**config.mk**
```make
export PLATFORM = sky130hd
export DESIGN_NAME = keyword_signature_classifier
export DESIGN_NICKNAME = d
export VERILOG_FILES = /design/src/sv/kws_pkg.sv /design/src/sv/keyword_signature_classifier.sv /design/src/sv/kws_cell.sv /design/src/sv/kws_match.sv
export SDC_FILE = /design/constraint.sdc
export NUM_CORES = 1
export LEC_CHECK = 0
export ABC_AREA = 1
export BUFFER_PORTS_ARGS = -buffer_cell sky130_fd_sc_hd__buf_2
export CAP_MARGIN = 30
export CELL_PAD_IN_SITES_DETAIL_PLACEMENT = 0
export CELL_PAD_IN_SITES_GLOBAL_PLACEMENT = 1
export CORE_UTILIZATION = 30
export CTS_BUF_LIST = sky130_fd_sc_hd__clkbuf_4 sky130_fd_sc_hd__clkbuf_8 sky130_fd_sc_hd__clkbuf_16
export DETAILED_ROUTE_END_ITERATION = 8
export PLACE_DENSITY_LB_ADDON = 0.1
export SLEW_MARGIN = 20
export SYNTH_ARGS = -nofsm -noshare
export SYNTH_HDL_FRONTEND = slang
export SYNTH_SLANG_ARGS = --single-unit
```
**constraint.sdc**
```tcl
create_clock -name clock -period 2.57 [get_ports clock]
set_input_delay 0.6425 -clock clock [delete_from_list [all_inputs] [get_ports clock]]
set_output_delay 0.6425 -clock clock [all_outputs]
set_load 0.01 [all_outputs]
```
**src/sv/kws_pkg.sv**
```systemverilog
`timescale 1ns / 1ps

package kws_pkg;

   // window and keyword table geometry
   localparam int WINDOW_BYTES = 19;
   localparam int WIN_IDX_W    = $clog2(WINDOW_BYTES);
   localparam int KW_LEN_W     = $clog2(WINDOW_BYTES + 1);
   localparam int KW_COUNT     = 12;
   localparam int GROUP_COUNT  = 6;
   localparam int GROUP_W      = $clog2(GROUP_COUNT);

   // image counters and registers
   localparam int COUNT_W      = 14;
   localparam int MIN_SIZE_W   = 8;
   localparam int CSR_DATA_W   = 14;
   localparam int CSR_INDEX_W  = 2;
   localparam int VERDICT_W    = 3;

   localparam logic [COUNT_W-1:0]    COUNT_MAX       = {COUNT_W{1'b1}};
   localparam logic [COUNT_W-1:0]    SCAN_LIMIT_RST  = COUNT_W'(8192);
   localparam logic [MIN_SIZE_W-1:0] MIN_SIZE_RST    = MIN_SIZE_W'(64);

   // register indexes
   localparam logic [CSR_INDEX_W-1:0] CSR_SCAN_LIMIT = CSR_INDEX_W'(0);
   localparam logic [CSR_INDEX_W-1:0] CSR_MIN_SIZE   = CSR_INDEX_W'(1);

   // verdict codes; a flagged group g reports g + 1
   localparam logic [VERDICT_W-1:0] VERDICT_UNKNOWN = VERDICT_W'(0);

   // header signature bytes
   localparam logic [7:0] HDR_BYTE0 = 8'h4D;
   localparam logic [7:0] HDR_BYTE1 = 8'h5A;

   typedef logic [7:0] byte_type;
   typedef byte_type kw_row_type [WINDOW_BYTES];
   typedef logic [KW_COUNT-1:0] kw_hits_type;

   // keyword text, newest byte first: entry i must sit in window cell i
   localparam kw_row_type KW_REV [KW_COUNT] = '{
      '{0:8'h6C, 1:8'h65, 2:8'h74, 3:8'h6E, 4:8'h49, default:8'h00},
      '{0:8'h4C, 1:8'h45, 2:8'h54, 3:8'h4E, 4:8'h49, default:8'h00},
      '{0:8'h49, 1:8'h4D, 2:8'h41, default:8'h00},
      '{0:8'h73, 1:8'h64, 2:8'h6E, 3:8'h65, 4:8'h72, 5:8'h74, 6:8'h61, 7:8'h67,
        8:8'h65, 9:8'h4D, 10:8'h20, 11:8'h6E, 12:8'h61, 13:8'h63, 14:8'h69,
        15:8'h72, 16:8'h65, 17:8'h6D, 18:8'h41, default:8'h00},
      '{0:8'h74, 1:8'h66, 2:8'h6F, 3:8'h73, 4:8'h6F, 5:8'h72, 6:8'h63, 7:8'h69,
        8:8'h4D, default:8'h00},
      '{0:8'h54, 1:8'h46, 2:8'h53, 3:8'h4D, default:8'h00},
      '{0:8'h78, 1:8'h69, 2:8'h6E, 3:8'h65, 4:8'h6F, 5:8'h68, 6:8'h50, default:8'h00},
      '{0:8'h65, 1:8'h64, 2:8'h79, 3:8'h73, 4:8'h6E, 5:8'h49, default:8'h00},
      '{0:8'h74, 1:8'h68, 2:8'h67, 3:8'h69, 4:8'h72, 5:8'h79, 6:8'h70, 7:8'h6F,
        8:8'h43, default:8'h00},
      '{0:8'h79, 1:8'h72, 2:8'h61, 3:8'h74, 4:8'h65, 5:8'h69, 6:8'h72, 7:8'h70,
        8:8'h6F, 9:8'h72, 10:8'h50, default:8'h00},
      '{0:8'h65, 1:8'h73, 2:8'h6E, 3:8'h65, 4:8'h63, 5:8'h69, 6:8'h4C, default:8'h00},
      '{0:8'h64, 1:8'h65, 2:8'h76, 3:8'h72, 4:8'h65, 5:8'h73, 6:8'h65, 7:8'h72,
        8:8'h20, 9:8'h73, 10:8'h74, 11:8'h68, 12:8'h67, 13:8'h69, 14:8'h72,
        15:8'h20, 16:8'h6C, 17:8'h6C, 18:8'h41, default:8'h00}
   };

   localparam logic [KW_LEN_W-1:0] KW_LEN [KW_COUNT] = '{
      KW_LEN_W'(5), KW_LEN_W'(5), KW_LEN_W'(3), KW_LEN_W'(19), KW_LEN_W'(9),
      KW_LEN_W'(4), KW_LEN_W'(7), KW_LEN_W'(6), KW_LEN_W'(9), KW_LEN_W'(11),
      KW_LEN_W'(7), KW_LEN_W'(19)
   };

   localparam logic [GROUP_W-1:0] KW_GROUP [KW_COUNT] = '{
      GROUP_W'(0), GROUP_W'(0), GROUP_W'(1), GROUP_W'(1), GROUP_W'(2),
      GROUP_W'(2), GROUP_W'(3), GROUP_W'(4), GROUP_W'(5), GROUP_W'(5),
      GROUP_W'(5), GROUP_W'(5)
   };

   // per-byte summary handed from the image bookkeeping to the matcher
   typedef struct packed {
      logic valid;
      logic last;
      logic scan;
      logic size_ok;
      logic header;
   } kws_step_type;

endpackage

```
**src/sv/keyword_signature_classifier.sv**
```systemverilog
`timescale 1ns / 1ps
// A verdict passes the step register, then the output register, before showing on rsp_.
// Throughput: one byte per cycle while req_stall is low; the window cells shift and the
// compares of the previous byte run in the same cycle, so images may follow back to back.
// req_stall rises only while a verdict waits behind a stalled one in the output register.
// Reset (synchronous, active high) clears the window, counters, flags and output valid,
// and sets scan_limit to 8192 and min_size to 64.

module keyword_signature_classifier
   import kws_pkg::*;
(
   input  logic                   clock,
   input  logic                   reset,
   input  logic                   req_valid,
   output logic                   req_stall,
   input  logic [7:0]             req_data_byte,
   input  logic                   req_last_byte,
   output logic                   rsp_valid,
   input  logic                   rsp_stall,
   output logic [VERDICT_W-1:0]   rsp_verdict,
   input  logic                   csr_write,
   input  logic [CSR_INDEX_W-1:0] csr_index,
   input  logic [CSR_DATA_W-1:0]  csr_wdata
);

   logic [COUNT_W-1:0]    scan_limit_ff;
   logic [COUNT_W-1:0]    scan_limit_in;
   logic [MIN_SIZE_W-1:0] min_size_ff;
   logic [MIN_SIZE_W-1:0] min_size_in;
   logic [COUNT_W-1:0]    byte_count_ff;
   logic [COUNT_W-1:0]    byte_count_in;
   logic                  header_ff;
   logic                  header_in;
   logic                  fresh_ff;
   logic                  fresh_in;
   logic                  accept;
   logic                  hold;
   logic                  header_now;
   kws_step_type          step;
   logic [7:0]            cell_din  [WINDOW_BYTES];
   logic [7:0]            cell_dout [WINDOW_BYTES];
   kw_hits_type           cell_hits [WINDOW_BYTES];

   assign req_stall = hold;
   assign accept    = req_valid && !req_stall;

   // register writes
   always_comb begin
      scan_limit_in = scan_limit_ff;
      min_size_in   = min_size_ff;
      if (csr_write) begin
         unique case (csr_index)
            CSR_SCAN_LIMIT: scan_limit_in = csr_wdata;
            CSR_MIN_SIZE:   min_size_in   = csr_wdata[MIN_SIZE_W-1:0];
            default:        ;
         endcase
      end
   end

   // the row of window cells; the first byte of an image enters an empty row
   always_comb begin
      cell_din[0] = req_data_byte;
      for (int i = 1; i < WINDOW_BYTES; i++) begin
         cell_din[i] = fresh_ff ? 8'h00 : cell_dout[i-1];
      end
   end

   for (genvar i = 0; i < WINDOW_BYTES; i++) begin : g_cell
      kws_cell u_cell (
         .clock (clock),
         .reset (reset),
         .shift (accept),
         .din   (cell_din[i]),
         .pos   (WIN_IDX_W'(i)),
         .dout  (cell_dout[i]),
         .hits  (cell_hits[i])
      );
   end

   // per-byte image bookkeeping
   assign header_now = header_ff || ((byte_count_ff == COUNT_W'(1)) &&
                       (cell_dout[0] == HDR_BYTE0) && (req_data_byte == HDR_BYTE1));

   always_comb begin
      step.valid   = accept;
      step.last    = req_last_byte;
      step.scan    = byte_count_ff < scan_limit_ff;
      step.size_ok = ((COUNT_W + 1)'(byte_count_ff) + (COUNT_W + 1)'(1)) >=
                     (COUNT_W + 1)'(min_size_ff);
      step.header  = header_now;

      byte_count_in = byte_count_ff;
      header_in     = header_ff;
      fresh_in      = fresh_ff;
      if (accept) begin
         if (req_last_byte) begin
            byte_count_in = '0;
            header_in     = 1'b0;
            fresh_in      = 1'b1;
         end else begin
            if (byte_count_ff != COUNT_MAX) begin
               byte_count_in = byte_count_ff + COUNT_W'(1);
            end
            header_in = header_now;
            fresh_in  = 1'b0;
         end
      end
   end

   always_ff @(posedge clock) begin
      if (reset) begin
         scan_limit_ff <= SCAN_LIMIT_RST;
         min_size_ff   <= MIN_SIZE_RST;
         byte_count_ff <= '0;
         header_ff     <= 1'b0;
         fresh_ff      <= 1'b0;
      end else begin
         scan_limit_ff <= scan_limit_in;
         min_size_ff   <= min_size_in;
         byte_count_ff <= byte_count_in;
         header_ff     <= header_in;
         fresh_ff      <= fresh_in;
      end
   end

   kws_match u_match (
      .clock       (clock),
      .reset       (reset),
      .step_in     (step),
      .cell_hits   (cell_hits),
      .rsp_stall   (rsp_stall),
      .hold        (hold),
      .rsp_valid   (rsp_valid),
      .rsp_verdict (rsp_verdict)
   );

endmodule

```
**src/sv/kws_cell.sv**
```systemverilog
`timescale 1ns / 1ps

module kws_cell
   import kws_pkg::*;
(
   input  logic                 clock,
   input  logic                 reset,
   input  logic                 shift,
   input  logic [7:0]           din,
   input  logic [WIN_IDX_W-1:0] pos,
   output logic [7:0]           dout,
   output kw_hits_type          hits
);

   logic [7:0] byte_ff;
   logic [7:0] byte_in;

   // take din (the neighbor's byte, or the new byte in cell 0) on each accepted request
   assign byte_in = shift ? din : byte_ff;

   always_ff @(posedge clock) begin
      if (reset) begin
         byte_ff <= '0;
      end else begin
         byte_ff <= byte_in;
      end
   end

   assign dout = byte_ff;

   // a keyword that does not reach this cell passes here
   always_comb begin
      for (int k = 0; k < KW_COUNT; k++) begin
         hits[k] = ({1'b0, pos} >= (WIN_IDX_W + 1)'(KW_LEN[k])) ||
                   (byte_ff == KW_REV[k][pos]);
      end
   end

endmodule

```
**src/sv/kws_match.sv**
```systemverilog
`timescale 1ns / 1ps

module kws_match
   import kws_pkg::*;
(
   input  logic                 clock,
   input  logic                 reset,
   input  kws_step_type         step_in,
   input  kw_hits_type          cell_hits [WINDOW_BYTES],
   input  logic                 rsp_stall,
   output logic                 hold,
   output logic                 rsp_valid,
   output logic [VERDICT_W-1:0] rsp_verdict
);

   kws_step_type             step_ff;
   kws_step_type             step_in_sel;
   logic [GROUP_COUNT-1:0]   group_ff;
   logic [GROUP_COUNT-1:0]   group_in;
   logic [GROUP_COUNT-1:0]   group_hits;
   logic [GROUP_COUNT-1:0]   group_next;
   kw_hits_type              kw_hit;
   logic [VERDICT_W-1:0]     verdict;
   logic                     rsp_valid_ff;
   logic                     rsp_valid_in;
   logic [VERDICT_W-1:0]     rsp_verdict_ff;
   logic [VERDICT_W-1:0]     rsp_verdict_in;
   logic                     finish;

   // hold a finished image while the previous verdict is still waiting
   assign hold   = step_ff.valid && step_ff.last && rsp_valid_ff && rsp_stall;
   assign finish = !hold && step_ff.valid && step_ff.last;

   // combine cell compares into keyword and group hits
   always_comb begin
      group_hits = '0;
      for (int k = 0; k < KW_COUNT; k++) begin
         kw_hit[k] = 1'b1;
         for (int i = 0; i < WINDOW_BYTES; i++) begin
            kw_hit[k] = kw_hit[k] & cell_hits[i][k];
         end
         if (kw_hit[k]) begin
            group_hits[KW_GROUP[k]] = 1'b1;
         end
      end
   end

   assign group_next = group_ff | (step_ff.scan ? group_hits : '0);

   // pick the lowest flagged group; unknown unless the image is large enough and has the header
   always_comb begin
      verdict = VERDICT_UNKNOWN;
      for (int g = GROUP_COUNT - 1; g >= 0; g--) begin
         if (group_next[g]) begin
            verdict = VERDICT_W'(g + 1);
         end
      end
      if (!(step_ff.size_ok && step_ff.header)) begin
         verdict = VERDICT_UNKNOWN;
      end
   end

   // advance the step and group flags
   always_comb begin
      step_in_sel = hold ? step_ff : step_in;
      group_in    = group_ff;
      if (!hold && step_ff.valid) begin
         group_in = step_ff.last ? '0 : group_next;
      end
   end

   // load or drain the output register
   always_comb begin
      rsp_valid_in   = rsp_valid_ff;
      rsp_verdict_in = rsp_verdict_ff;
      if (finish) begin
         rsp_valid_in   = 1'b1;
         rsp_verdict_in = verdict;
      end else if (!rsp_stall) begin
         rsp_valid_in = 1'b0;
      end
   end

   always_ff @(posedge clock) begin
      if (reset) begin
         step_ff      <= '0;
         group_ff     <= '0;
         rsp_valid_ff <= 1'b0;
      end else begin
         step_ff      <= step_in_sel;
         group_ff     <= group_in;
         rsp_valid_ff <= rsp_valid_in;
      end
   end

   always_ff @(posedge clock) begin
      rsp_verdict_ff <= rsp_verdict_in;
   end

   assign rsp_valid   = rsp_valid_ff;
   assign rsp_verdict = rsp_verdict_ff;

endmodule

```
==> results.cfg, run 1 <==
[logic_synthesis]
synth-seq-cells = 205
synth.net_count = 1481
async_flop_share = 0
syn_area_sq_um = 10000
synth-seq-area-share = 0.412
syn_area_per_cell_sq_um = 7.02
synthMostInstantiatedCell = nand2_1
synth_common_cells = nand2_1, a21oi_1, dfxtp_1
yosysTopAreaCellShare = 0.403
synth_top_cell_by_area = dfxtp_1
yosys.cell_types.count = 39
synth_cells = 1428
synth_ff_type = dfxtp_1
synth-edff-count = 3
yosys-top-cells-area = dfxtp_1, a21oi_1, nand2_1
ys_warn_count = 0

[power]
p_leak_uw = 0.00433
p_per_area_nw_per_um2 = 685
ir_drop_mv = 0.485

[route]
ant_nets = 0
wl_mm = 32.4
route.detailed.drc = 0
routedWlPerCell_um = 16.9
viasPerCell = 4.87
vias = 9307
dr.pass1.iters = 5
drt_iter0_drc = 668

[worst_setup_path]
worstPathMaxFanout = 6
reg2reg_to = u_match.rsp_verdict[1]
reg2reg_depth = 12
r2r-start = g_cell[1].u_cell.dout[0]
endpoint_kind = flop
critPathLaunchType = flop
r2r_slack_ps = 360
crit_required_ps = 2950
crit_type = flop to flop
worstPathArrival_ps = 2590

[min_path]
hold_class = input pin to flop
hp-start = csr_wdata[13]
hold_path_end = scan_limit_ff[13]
hold_depth = 3

[job]
cap_violations = 0

[die]
rows = 66
die_x_um = 185
io_pins = 35
fp.dieH_um = 185
dieArea_sq_um = 34200
start_util = 0.307
core_area_sq_um = 32700

[layout]
final_area_sq_um = 11700
fin_nets = 1504
drive_gt1_frac = 0.0993
syn2layout_area_growth_pct = 17.0
instances_no_fill = 1912
antenna_cells = 0
n_fill_cell = 3601

[sta]
worst_pin_slew_ps = 626
rsz0062_at_grt = false
report.final.slew_viol_count = 0
min_period_ps = 2210
totalNegativeSetupSlack_ps = 0
skew_ps = 13.4
setup-violations-final = 0
period_share = 0.861
hold_violations = 0
slew-limit-headroom = 0.583
max_freq_mhz = 452
timing.final.ws_setup_ps = 358

[place]
post_dp_cell_area_sq_um = 10800
dpl.cell_count = 1864
dp_slack_ps = 195
io_buffers = 34
place_congestion = 0.849
dp_hpwl_mm = 23.0

[cts]
cts_tree = yes
clkTransAtPathRegs_ps = 60
post_cts_buffers = 0
cts_buffer_depth = 3
clock_latency_ps = 540
htreeDepth = 1
cts-buffers-inserted = 27
ctsHoldBuffers = 0
cts-root-buf = clkbuf_16
cts.sinks = 205

[grt]
grt_overflow = 0
grt_pass1_wl_mm = 51.9
antenna_found_initial = 0
gr-usage-all-layers = 0.194
grt_pass1_vias = 8975
grt_max_degree = 105

[run_status]
status = finished, final reports clean
cells in the final DEF (no fill, tap or decap), drive strengths merged, types with 3 or more instances in the layout:
| cell type | instances |
|---|---|
| xor2 | 6 |
| edfxtp | 3 |
| o211ai | 5 |
| ha | 23 |
| dfxtp | 202 |
| nand2 | 239 |
| clkbuf | 39 |
| a21oi | 208 |
| inv | 163 |
| nand4 | 30 |
| xnor2 | 3 |
| buf | 68 |
| nor2 | 177 |
| nor3 | 32 |
| nand3b | 5 |
| o21ai | 34 |
| nand3 | 128 |
| nor4 | 8 |
| a211oi | 79 |
| clkinv | 7 |
worst max-delay path: stages, from the launching register on:
cell     delay [ps]
dfxtp_1         470
inv_1           120
nor2_2          170
nand3_1         180
nor3_1          310
nand3_1         150
nor2_1          110
nand2_1          60
nand2_1         130
nand2_1          90
nand2_1          80
nand2_1          60
a21oi_1         130
worst max path at each step:
stage | startpoint | to | slack, ps | cells past startpoint
2_1_floorplan | byte_count_ff[0] | u_match.step_ff[1] | 630 | 11
3_3_place_gp | rsp_stall | byte_count_ff[13] | 250 | 10
3_5_place_dp | rsp_stall | byte_count_ff[13] | 200 | 10
4_1_cts | byte_count_ff[1] | byte_count_ff[13] | 210 | 12
5_1_grt | byte_count_ff[1] | u_match.step_ff[1] | 170 | 11
6_report | g_cell[1].u_cell.dout[0] | u_match.rsp_verdict[1] | 360 | 12
through the flow:
stage / hold WS, ps / total power (uW) / utilization
after floorplan: 427 / 3920 / -
after global placement: 446 / 4190 / 0.330
after detailed placement: 454 / 4190 / 0.330
after CTS: 307 / 8160 / 0.359
after global routing: 350 / 8390 / 0.359
final: 335 / 8040 / 0.359
report_power, final:
group	switching, uW	total, uW	internal [uW]
registers	119	3430	3320
logic	461	680	219
clock network	1490	3920	2440
kinds of logic (layout without fill, tap and decap cells):
logic type / count (synthesis) / count (layout) / synth area share
simple gates: 622 / 622 / 0.271
compound gates: 330 / 330 / 0.187
buf+inv: 239 / 281 / 0.0933
flops: 205 / 205 / 0.412
fa+ha+maj: 23 / 23 / 0.0287
xor+xnor: 9 / 9 / 0.00786
timing repair:
item / 4_1_cts / 5_1_grt
hold endpoints to repair: 0 / 0
setup endpoints to repair: 0 / 4
gates resized for setup: 0 / 1
layout make-up:
cell class,instances,area (sq um),area share
repair buffers,68,519,0.0442
inverters,165,628,0.0535
clock inverters,9,104,0.00885
flip-flops and latches,205,4130,0.352
well taps,442,553,0.0471
clock buffers,39,833,0.0710
multi-input cells,984,4970,0.423
state kept, by name, summed over array words and instances (netlist names):
register,count
u_match.group_ff,6
scan_limit_ff,14
fresh_ff,1
header_ff,1
u_match.rsp_verdict,3
byte_count_ff,14
min_size_ff,8
g_cell.u_cell.dout,152
u_match.step_ff,5
u_match.rsp_valid,1
metal layers:
layer  vias up  share of wire  routed length [um]  global-route usage
li1       4844              -                   -                   -
met4         0          0.019                 620              0.0430
met3        42          0.032                1040              0.0232
met1      4275           0.53               17200               0.296
met5         -              0                   0                   0
met2       146           0.42               13500               0.287
No activity file was read; power rests on OpenSTA's default activity.
==> inputs of run 2 (changes only) <==
- RECOVER_POWER: not set -> 100
==> results.cfg, run 2 (synthesized netlist as in run 1, its figures left out) <==
[place]
post_dp_cell_area_sq_um = 10800
io_buffers = 34
place_congestion = 0.849
dp_hpwl_mm = 23.0

[min_path]
hold_path_end = scan_limit_ff[13]
hold_class = input pin to flop
hold_depth = 3
hp-start = csr_wdata[13]

[power]
p_sw_uw = 2070
p_per_area_nw_per_um2 = 689
power.internal_uw = 5960
switching_share = 0.257
p_leak_uw = 0.00428
p_clk_frac = 0.489
p_comb_frac = 0.083
p_seq_frac = 0.428
ir_drop_mv = 0.487

[grt]
gr-usage-all-layers = 0.194
grt_pass1_vias = 8975
grt_overflow = 0
grt_max_degree = 105
antenna_found_initial = 0
grt_pass1_wl_mm = 51.9

[layout]
register_area_sq_um = 4130
multiInputGateArea_sq_um = 4960
final_area_sq_um = 11600
layout_commonest_cell = nand2_1
drive_gt1_frac = 0.0925
syn2layout_area_growth_pct = 16.2
fin_nets = 1504
final_cell_mix = nand2_1, a21oi_1, dfxtp_1
antenna_cells = 0
n_fill_cell = 3613
largest_reg_flops = 152

[cts]
cts-root-buf = clkbuf_16
clkTransAtPathRegs_ps = 50
htreeDepth = 1
post_cts_buffers = 0
cts-buffers-inserted = 27
cts.sinks = 205
cts_buffer_depth = 3
clock_latency_ps = 540
cts_tree = yes

[route]
drt_iter0_drc = 691
vias = 9294
viasPerCell = 4.86
routedWlPerCell_um = 17.0
ant_nets = 0
wl_mm = 32.4
dr.pass1.iters = 5
route.detailed.drc = 0

[sta]
totalNegativeSetupSlack_ps = 0
min_period_ps = 2300
skew_ps = 12.1
worst_pin_slew_ps = 1450
slew-limit-headroom = 0.0354
setup-violations-final = 0
hold_violations = 0
max_freq_mhz = 435
rsz0062_at_grt = false
period_share = 0.894
report.final.slew_viol_count = 0

[worst_setup_path]
reg2reg_to = u_match.rsp_verdict[1]
crit_required_ps = 2940
reg2reg_depth = 12
endpoint_kind = flop
worstPathArrival_ps = 2670
critPathLaunchType = input pin
crit_type = input pin to flop
worstPathMaxFanout = 104
r2r_slack_ps = 280
r2r-start = g_cell[1].u_cell.dout[0]

[job]
cap_violations = 0

[die]
io_pins = 35
core_area_sq_um = 32700
dieArea_sq_um = 34200
rows = 66
die_x_um = 185
start_util = 0.307
fp.dieH_um = 185

[run_status]
status = finished, final reports clean
run 2: cell type report:
type,count,share of cell area
repair buffers,68,0.0377
flip-flops and latches,205,0.355
well taps,442,0.0475
multi-input cells,984,0.426
clock inverters,9,0.00892
inverters,165,0.0538
clock buffers,39,0.0715
run 2: metrics by stage:
stage	cells	util	power, uW	hold WS (ps)	setup slack [ps]
2_1_floorplan	1428	-	3920	427	631
3_3_place_gp	1864	0.330	4190	446	245
3_5_place_dp	1864	0.330	4190	454	195
4_1_cts	1912	0.359	8160	307	210
5_1_grt	1912	0.356	8380	350	103
6_report	1912	0.356	8030	333	271
run 2: worst max path at each step:
stage	to	slack [ps]	startpoint	depth (start not counted)
final	g_cell[9].u_cell.dout[7]	270	reset	3
after global routing	g_cell[13].u_cell.dout[6]	100	reset	3
after CTS	byte_count_ff[13]	210	byte_count_ff[1]	12
after detailed placement	byte_count_ff[13]	200	rsp_stall	10
after global placement	byte_count_ff[13]	250	rsp_stall	10
after floorplan	u_match.step_ff[1]	630	byte_count_ff[0]	11
run 2: power by group through the flow:
stage,combinational (uW),sequential [uW],clock (uW)
after global routing,755,3450,4170
after detailed placement,683,3500,0
final,665,3430,3930
after floorplan,457,3470,0
after global placement,686,3500,0
after CTS,687,3430,4040
run 2: what timing repair did:
action	CTS	global route
hold buffers	0	0
gates resized for setup	0	1
endpoints found under the setup margin	0	4
run 2: critical path: stages:
cell      delay, ps
clkbuf_2       1030
buf_6           720
a211oi_1        100
run 2: metal layers:
layer  track usage  part of all wire
met1         0.296              0.53
met2         0.287              0.42
met3        0.0232             0.033
met4        0.0430             0.019
met5             0                 0
==> inputs of run 3 (changes only) <==
- PLACE_DENSITY: not set -> 0.53
- PLACE_DENSITY_LB_ADDON: 0.1 -> not set
==> results.cfg, run 3 (synthesized netlist as in run 1, its figures left out) <==
[run_status]
status = finished, final reports clean

[sta]
hold_violations = 0
rsz0062_at_grt = false
holdWs_ps = 331
min_period_ps = 2210
skew_ps = 8.49
report.final.slew_viol_count = 0
setup-violations-final = 0
timing.final.ws_setup_ps = 358
period_share = 0.861
worst_pin_slew_ps = 1240
totalNegativeSetupSlack_ps = 0
slew-limit-headroom = 0.170
max_freq_mhz = 452

[power]
p_comb_frac = 0.087
p_sw_uw = 1990
p_per_area_nw_per_um2 = 672
p_seq_frac = 0.443
p_leak_uw = 0.00423
ir_drop_mv = 0.428
p_clk_frac = 0.471
power.internal_uw = 5770
power_uw = 7760
switching_share = 0.257

[die]
io_pins = 35
start_util = 0.307
dieArea_sq_um = 34200
core_area_sq_um = 32700
die_x_um = 185
fp.dieH_um = 185
rows = 66

[cts]
post_cts_buffers = 0
cts.sinks = 205
cts_buffer_depth = 3
htreeDepth = 1
cts-buffers-inserted = 26
cts-root-buf = clkbuf_16
clkTransAtPathRegs_ps = 60
cts_tree = yes
clock_latency_ps = 530

[place]
place_congestion = 0.853
dp_hpwl_mm = 23.9
io_buffers = 34
dp_slack_ps = 203

[route]
viasPerCell = 4.93
ant_nets = 0
drt_iter0_drc = 568
dr.pass1.iters = 5
vias = 9381
route.detailed.drc = 0
routedWlPerCell_um = 17.6
wl_mm = 33.5

[grt]
grt_pass1_vias = 9189
grt_max_degree = 109
grt-busiest-layer = met1
grt_pass1_wl_mm = 53.3
grtUsageMet2 = 0.303
use_met1 = 0.307
grtUsageMet3 = 0.0199
gr-usage-all-layers = 0.201
antenna_found_initial = 0
grt_overflow = 0

[worst_setup_path]
critPathLaunchType = flop
worstPathArrival_ps = 2660
crit_required_ps = 3010
worstPathMaxFanout = 11
endpoint_kind = flop
crit_type = flop to flop

[layout]
register_area_sq_um = 4130
fin_nets = 1499
largest_reg_flops = 152
final_cell_mix = nand2_1, a21oi_1, dfxtp_1
drive_gt1_frac = 0.0841
antenna_cells = 0
multiInputGateArea_sq_um = 4940
layout_commonest_cell = nand2_1
n_fill_cell = 3659
syn2layout_area_growth_pct = 15.2
finalCoreUtilization = 0.353

[min_path]
hold_class = input pin to flop

[job]
cap_violations = 0
run 3: cell count changes in the layout (fill, tap and decap cells not counted), sizes merged:
cell / change
clkbuf: +2
clkinvlp: -2
clkinv: -4
bufinv: -1
buf: -3
run 3: worst paths after layout:
path / start / endpoint / slack [ps] / cells past startpoint
worst min-delay path: csr_wdata[13] / scan_limit_ff[13] / 330 / 3
worst max register to register: byte_count_ff[1] / byte_count_ff[11] / 360 / 12
worst max-delay path: byte_count_ff[1] / byte_count_ff[11] / 360 / 12
worst min register to register: u_match.group_ff[4] / u_match.group_ff[4] / 460 / 2
run 3: layout make-up:
class,count,share of cell area
Clock buffer,42,0.0704
Tap cell,442,0.0479
Timing Repair Buffer,64,0.0390
Multi-Input combinational cell,984,0.428
Inverter,165,0.0542
Sequential cell,205,0.358
Clock inverter,2,0.00303
run 3: worst max-delay path, cell delays in order, from the launching register on:
cell      delay, ps
dfxtp_1         360
ha_1            220
nand3_1         160
nor2_4           60
nand4_1         100
nor2_1           80
nand2_1         100
nand2_2          70
nor2_2          420
clkinv_1        260
nor2_1          150
a21oi_1          50
nor2_1          100
run 3: through the flow:
stage | cell area [sq um] | std cells
global placement | 10800 | 1860
finish | 11600 | 1904
global route | 11600 | 1904
CTS | 11600 | 1904
floorplan | 10000 | 1428
detailed placement | 10800 | 1860
run 3: power by group through the flow:
stage / registers (uW) / logic (uW) / clock network (uW)
after floorplan: 3470 / 457 / 0
after global placement: 3510 / 691 / 0
after detailed placement: 3510 / 686 / 0
after CTS: 3440 / 690 / 3760
after global routing: 3450 / 759 / 3880
final: 3440 / 672 / 3650
run 3: per-layer routing:
metal / part of all wire / vias to the layer above
met5: 0 / -
met4: 0.018 / 0
met3: 0.034 / 29
met2: 0.42 / 145
met1: 0.53 / 4371
li1: - / 4836
run 3: what timing repair did:
item,4_1_cts,5_1_grt
hold buffers,0,0
hold endpoints to repair,0,0
resized for setup,0,1
endpoints found under the setup margin,0,2
